File: src/sv/sit_pkg.sv
// ----------------------------------------------------------------------------
// sit_pkg
// Shared types and constants of the string intern table: operation codes,
// character width and the key buffer control group.
// ----------------------------------------------------------------------------
package sit_pkg;

  // width of one stored character
  localparam int CHAR_BITS = 8;

  // operation codes carried in tuser of the input channel
  localparam logic OP_PUSH = 1'b0;
  localparam logic OP_READ = 1'b1;

  // key buffer control from the sequencer
  typedef struct packed {
    logic append;
    logic clear;
  } key_ctl_t;

endpackage

File: src/sv/sit_key_buf.sv
// ----------------------------------------------------------------------------
// sit_key_buf
// Key collector: appends pushed characters up to one less than the entry
// length and presents the whole key as one row.
// ----------------------------------------------------------------------------
module sit_key_buf
  import sit_pkg::*;
#(
  parameter int ENTRY_CHARS = 32,
  parameter int CHAR_W      = $clog2(ENTRY_CHARS)
) (
  input  logic                                  clk,
  input  logic                                  rst_n,
  input  key_ctl_t                              ctl,
  input  logic [CHAR_BITS-1:0]                  char_in,
  output logic [ENTRY_CHARS-1:0][CHAR_BITS-1:0] key,
  output logic                                  key_empty
);

  logic [ENTRY_CHARS-1:0][CHAR_BITS-1:0] key_r, key_nxt;
  logic [CHAR_W-1:0]                     len_r, len_nxt;

  // append or clear
  always_comb begin
    key_nxt = key_r;
    len_nxt = len_r;
    if (ctl.clear) begin
      key_nxt = '0;
      len_nxt = '0;
    end else if (ctl.append && (len_r < CHAR_W'(ENTRY_CHARS - 1))) begin
      key_nxt[len_r] = char_in;
      len_nxt        = len_r + CHAR_W'(1);
    end
  end

  always_ff @(posedge clk) begin
    if (!rst_n) begin
      key_r <= '0;
      len_r <= '0;
    end else begin
      key_r <= key_nxt;
      len_r <= len_nxt;
    end
  end

  assign key       = key_r;
  assign key_empty = (len_r == '0);

endmodule

File: config.mk
export PLATFORM = sky130hd
export DESIGN_NAME = sit_key_buf
export DESIGN_NICKNAME = d
export VERILOG_FILES = /design/src/sv/sit_pkg.sv /design/src/sv/sit_key_buf.sv
export SDC_FILE = /design/constraint.sdc
export NUM_CORES = 1
export LEC_CHECK = 0
export ABC_CLOCK_PERIOD_IN_PS = 2200
export BUFFER_PORTS_ARGS = -buffer_cell sky130_fd_sc_hd__buf_2
export CAP_MARGIN = 20
export CORE_MARGIN = 3
export CORE_UTILIZATION = 35
export CTS_BUF_LIST = sky130_fd_sc_hd__clkbuf_16
export DETAILED_ROUTE_END_ITERATION = 8
export MAX_ROUTING_LAYER = met4
export PLACE_DENSITY_LB_ADDON = 0.15
export SYNTH_ARGS = -nofsm -noshare
export SYNTH_HDL_FRONTEND = slang
export SYNTH_SLANG_ARGS = --single-unit
File: constraint.sdc
create_clock -name clk -period 2.2 [get_ports clk]
set_input_delay 0.11 -clock clk [delete_from_list [all_inputs] [get_ports clk]]
set_output_delay 0.11 -clock clk [all_outputs]
set_load 0.01 [all_outputs]
; ---- After elaboration in Yosys (flattened, before gate mapping)
; Index checks and enable logic that the tools add are counted.
; Widths: inputs -> output; s select.
[op_classes]
bitwise = 1
n_reduce_logical = 4
n_lt_le_gt_ge = 3
add_sub_neg = 1
muxes = 3
[op_table]
columns = operator, n
row1 = $bwmux 256, 1
row2 = $demux 8 s5, 1
row3 = $mux 8, 1
row4 = $lt 5x6->1 const B, 1
row5 = $add 5x1->5 const B, 1
row6 = $ge 5x1->1 const B, 1
row7 = $logic_not 5->1, 1
row8 = $lt 5x5->1 const B, 1
row9 = $logic_and 1x1->1, 2
row10 = $reduce_or 2->1, 1
row11 = $not 1->1, 1
[word_totals]
ff_bits = 261
in_bits = 12
word_cells = 45
out_inout_bits = 257

; ---- Longest topological paths before layout
[depth]
ltp_word = 5
depth_mapped = 7
ltp_nobuf = 5

; ---- Worst setup path before layout
; OpenSTA, ideal clock, no wires.
[synth_path]
kind = reg2reg
start = reg len_r[0]
end = reg key_r, in the netlist key[0]
path_slack_ns = 0.648
arrival_ns = 1.479
required_time_ns = 2.126
path_stages_with_launch = 7
setup_time_ns = 0.074
path_buffers = 1
period_less_slack_ns = 1.552
cell_sequence = dfxtp_1 inv_1 ha_1 and3b_1 clkbuf_1 nand2_1 mux2i_1
[synth_between]
elab_chain_len = 5
word_cells_on_any_way = 8
cone_classes = order compare: 3 / mux: 3 / reduce/logical: 2
[synth_rtl]
columns = item, line
row1 = start: declaration, sit_key_buf.sv:21  ; logic [CHAR_W-1:0] len_r, len_nxt;
row2 = start signal: assignment, sit_key_buf.sv:42  ; len_r <= len_nxt;
row3 = $lt 5x6->1 (not written as such) or $ge 5x1->1 (tied branches), sit_key_buf.sv:31  ; key_nxt[len_r] = char_in;
row4 = $logic_and 1x1->1 (not written as such), sit_key_buf.sv:31
row5 = $mux 8 (not written as such), sit_key_buf.sv:31
row6 = $demux 8 s5, sit_key_buf.sv:31
row7 = $bwmux 256, sit_key_buf.sv:31
row8 = end signal: assignment, sit_key_buf.sv:41  ; key_r <= key_nxt;
row9 = end: declaration, sit_key_buf.sv:20  ; logic [ENTRY_CHARS-1:0][CHAR_BITS-1:0] key_r, key_nxt;
; Several ways; a longest one is shown, not always the timed one.
; A chain may end at the register's enable or synchronous reset.

; ---- Final worst setup path
[layout_path]
start = reg len_r[0]
end = out key_empty
[layout_between]
elab_chain_len = 1
[layout_rtl]
columns = item, line
row1 = $logic_not 5->1, sit_key_buf.sv:47  ; assign key_empty = (len_r == '0);
row2 = end: declaration, sit_key_buf.sv:17  ; output logic key_empty
; Every way passes these cells.

==> results.cfg <==
[yosys]
synth_nets = 939
avgSynthCellArea_um2 = 10.4
netlist-cell-type-count = 25
netlist_area_um2 = 9630
ys_ff_latch = 261
yosys_warnings = 0
ys_seq_area_share_pct = 54.3
synthCells = 923

[die]
core_um2 = 27000
fp-row-count = 60
die_area_um2 = 29500
die_h_um = 172
initial_utilization_pct = 35.6
chipWidth_um = 172
io-pin-count = 269

[timing]
fin_crit_ps = 1740
hold_violations = 0
max_freq_mhz = 574
slew_headroom_pct = 62.5
fin_ws_ps = 459
report.final.slew_viol_count = 0
fin_skew_ps = 10.1
worst_slew_pin_slew_ps = 563
finalSetupViolCount = 0
rsz0062_at_grt = no
finalSetupTns_ps = 0
finalCritPeriodShare_pct = 79.1

[clocking]
ctsResizeCount = 0
clock-sinks = 261
numCtsBuffers = 29
cts_tree = built
clk_pin_slew_ps = 60
cts_buffer_depth = 3
cts_root_buf = clkbuf_16
cts_hold_buf = 3
post-cts-setup-buffers = 0
clk_latency_ps = 530
htree_levels = 1

[power]
max-vdd-ir-drop_uv = 485
power_leakage_nw = 6.92
report.power.total_mw = 9.89
p_seq_share_pct = 47.9
comb_power_share_pct = 2.7
internal_power_mw = 7.77
pwr-share-clk_pct = 49.3
p_switching_mw = 2.12
power.density_nw_per_um2 = 807
sw_frac_of_total_pct = 21.4

[route]
firstDrtPassIters = 4
postRouteAntennaNets = 0
drt_iter0_markers = 384
drc = 0
vias = 7167
wire_per_inst_um = 18.5
routed_wl_um = 28400
routed_via_density = 4.67

[placement]
io_buffers = 268
hpwl_um = 18100
postPlaceCellArea_um2 = 11300
routabilityCongestion = 0.772
dp_slack_ps = 447

[global_route]
grt_overflow = 0
grt_pass1_vias = 6980
track_usage_pct = 19.1
grt_max_degree = 100
grt_pass1_wl_um = 42700
grt_antenna_before_repair = 2

[worst_setup_path]
worstSetupEndpointType = output port
cp-start-kind = flip-flop
crit_type = reg -> out
crit_fanout = 8
r2r_cells = 5
arrival_ps = 1630
required_ps = 2090

[cells_and_area]
drive_above_1_share_pct = 30.3
final_area_um2 = 12200
nets = 1189
area_delta_synth_final_pct = 27.2

[min_path]
min_path_cells = 4
hold_class = in -> reg

[run_status]
status = complete, no violations

[flow_run]
max_cap_violations = 0
## worst paths after layout
check,startpoint,endpoint,slack [ps]
worst min-delay path,char_in[7],key[255],80
worst min register to register,key[90],key[90],450
worst max-delay path,len_r[0],key_empty,460
worst max register to register,len_r[0],key[5],470
## critical path, stage by stage (launching register included)
cell     delay, ps
dfxtp_1        460
inv_1          100
ha_1           220
and3_1         160
buf_2          150
## Yosys cell counts, drive strengths merged
cell type  count  area [um^2]
dfxtp        261         5230
nor2           1         11.3
o22ai          1         6.26
o21ai          2         10.0
and2           3         18.8
nand2b         1         6.26
nand4          1         6.26
nor3b          1         7.51
a21oi          2         10.0
nand3          5         67.6
inv            3         11.3
and3b          4         35.0
mux2i        257         2570
o31ai          1         7.51
clkbuf        19         71.3
nor2b          3         18.8
ha             4         50.1
a31oi          2         12.5
nand2        296         1180
and3           6         37.5
buf           50          265
## cell type report
class | instances | area (um^2)
fill | 2628 | 14800
tap | 341 | 427
clock inverter | 22 | 234
clock buffer | 29 | 726
inverter | 3 | 11.3
timing repair buffer | 288 | 1550
multi-input combinational | 590 | 4070
antenna | 2 | 5.00
sequential | 261 | 5230
## layout by cell type (no fill, tap or decap), drive strengths merged
master,n
nand2,296
buf,285
dfxtp,261
mux2i,257
clkbuf,29
inv,9
clkinv,8
and3,6
bufinv,5
nand3,5
and3b,4
ha,4
and2,3
clkinvlp,3
dlygate4sd3,3
nor2b,3
diode,2
a21oi,2
o21ai,2
a31oi,2
nor2,1
nand4,1
o31ai,1
nand2b,1
nor3b,1
o22ai,1
## metal layers
metal  global-route usage, %  vias to the layer above  share of wire (%)
met5                       -                        -                  0
met4                    4.17                        0                1.7
met3                    4.99                       38                6.9
met2                    30.0                      189                 46
met1                    24.9                     3396                 46
li1                        -                     3544                  -
## stage by stage
step | hold WS, ps | instances | util, %
detailed placement | 440 | 1480 | 41.6
CTS | 58.8 | 1534 | 45.3
floorplan | 263 | 923 | -
finish | 81.0 | 1536 | 45.3
global placement | 427 | 1480 | 41.6
global route | 82.4 | 1536 | 45.3
## power groups by stage
stage | sequential (mW) | clock, mW | combinational (mW)
final | 4.74 | 4.87 | 0.271
after global routing | 4.74 | 5.22 | 0.292
after CTS | 4.74 | 5.02 | 0.277
after detailed placement | 4.84 | 0 | 0.272
after global placement | 4.84 | 0 | 0.273
after floorplan | 4.85 | 0 | 0.158
## cell families (layout without fill, tap and decap cells)
| group | Yosys count | count (layout) | synth area share (%) |
|---|---|---|---|
| simple gates | 321 | 321 | 14.4 |
| flops | 261 | 261 | 54.3 |
| mux | 257 | 257 | 26.7 |
| buf+inv | 72 | 342 | 3.61 |
| compound gates | 8 | 8 | 0.481 |
| fa+ha+maj | 4 | 4 | 0.520 |
| other cells | 0 | 2 | 0 |
## state kept, by name, indices dropped and copies added (netlist names)
signal / count
key: 256
len_r: 5
(Power assumes the default switching activity.)
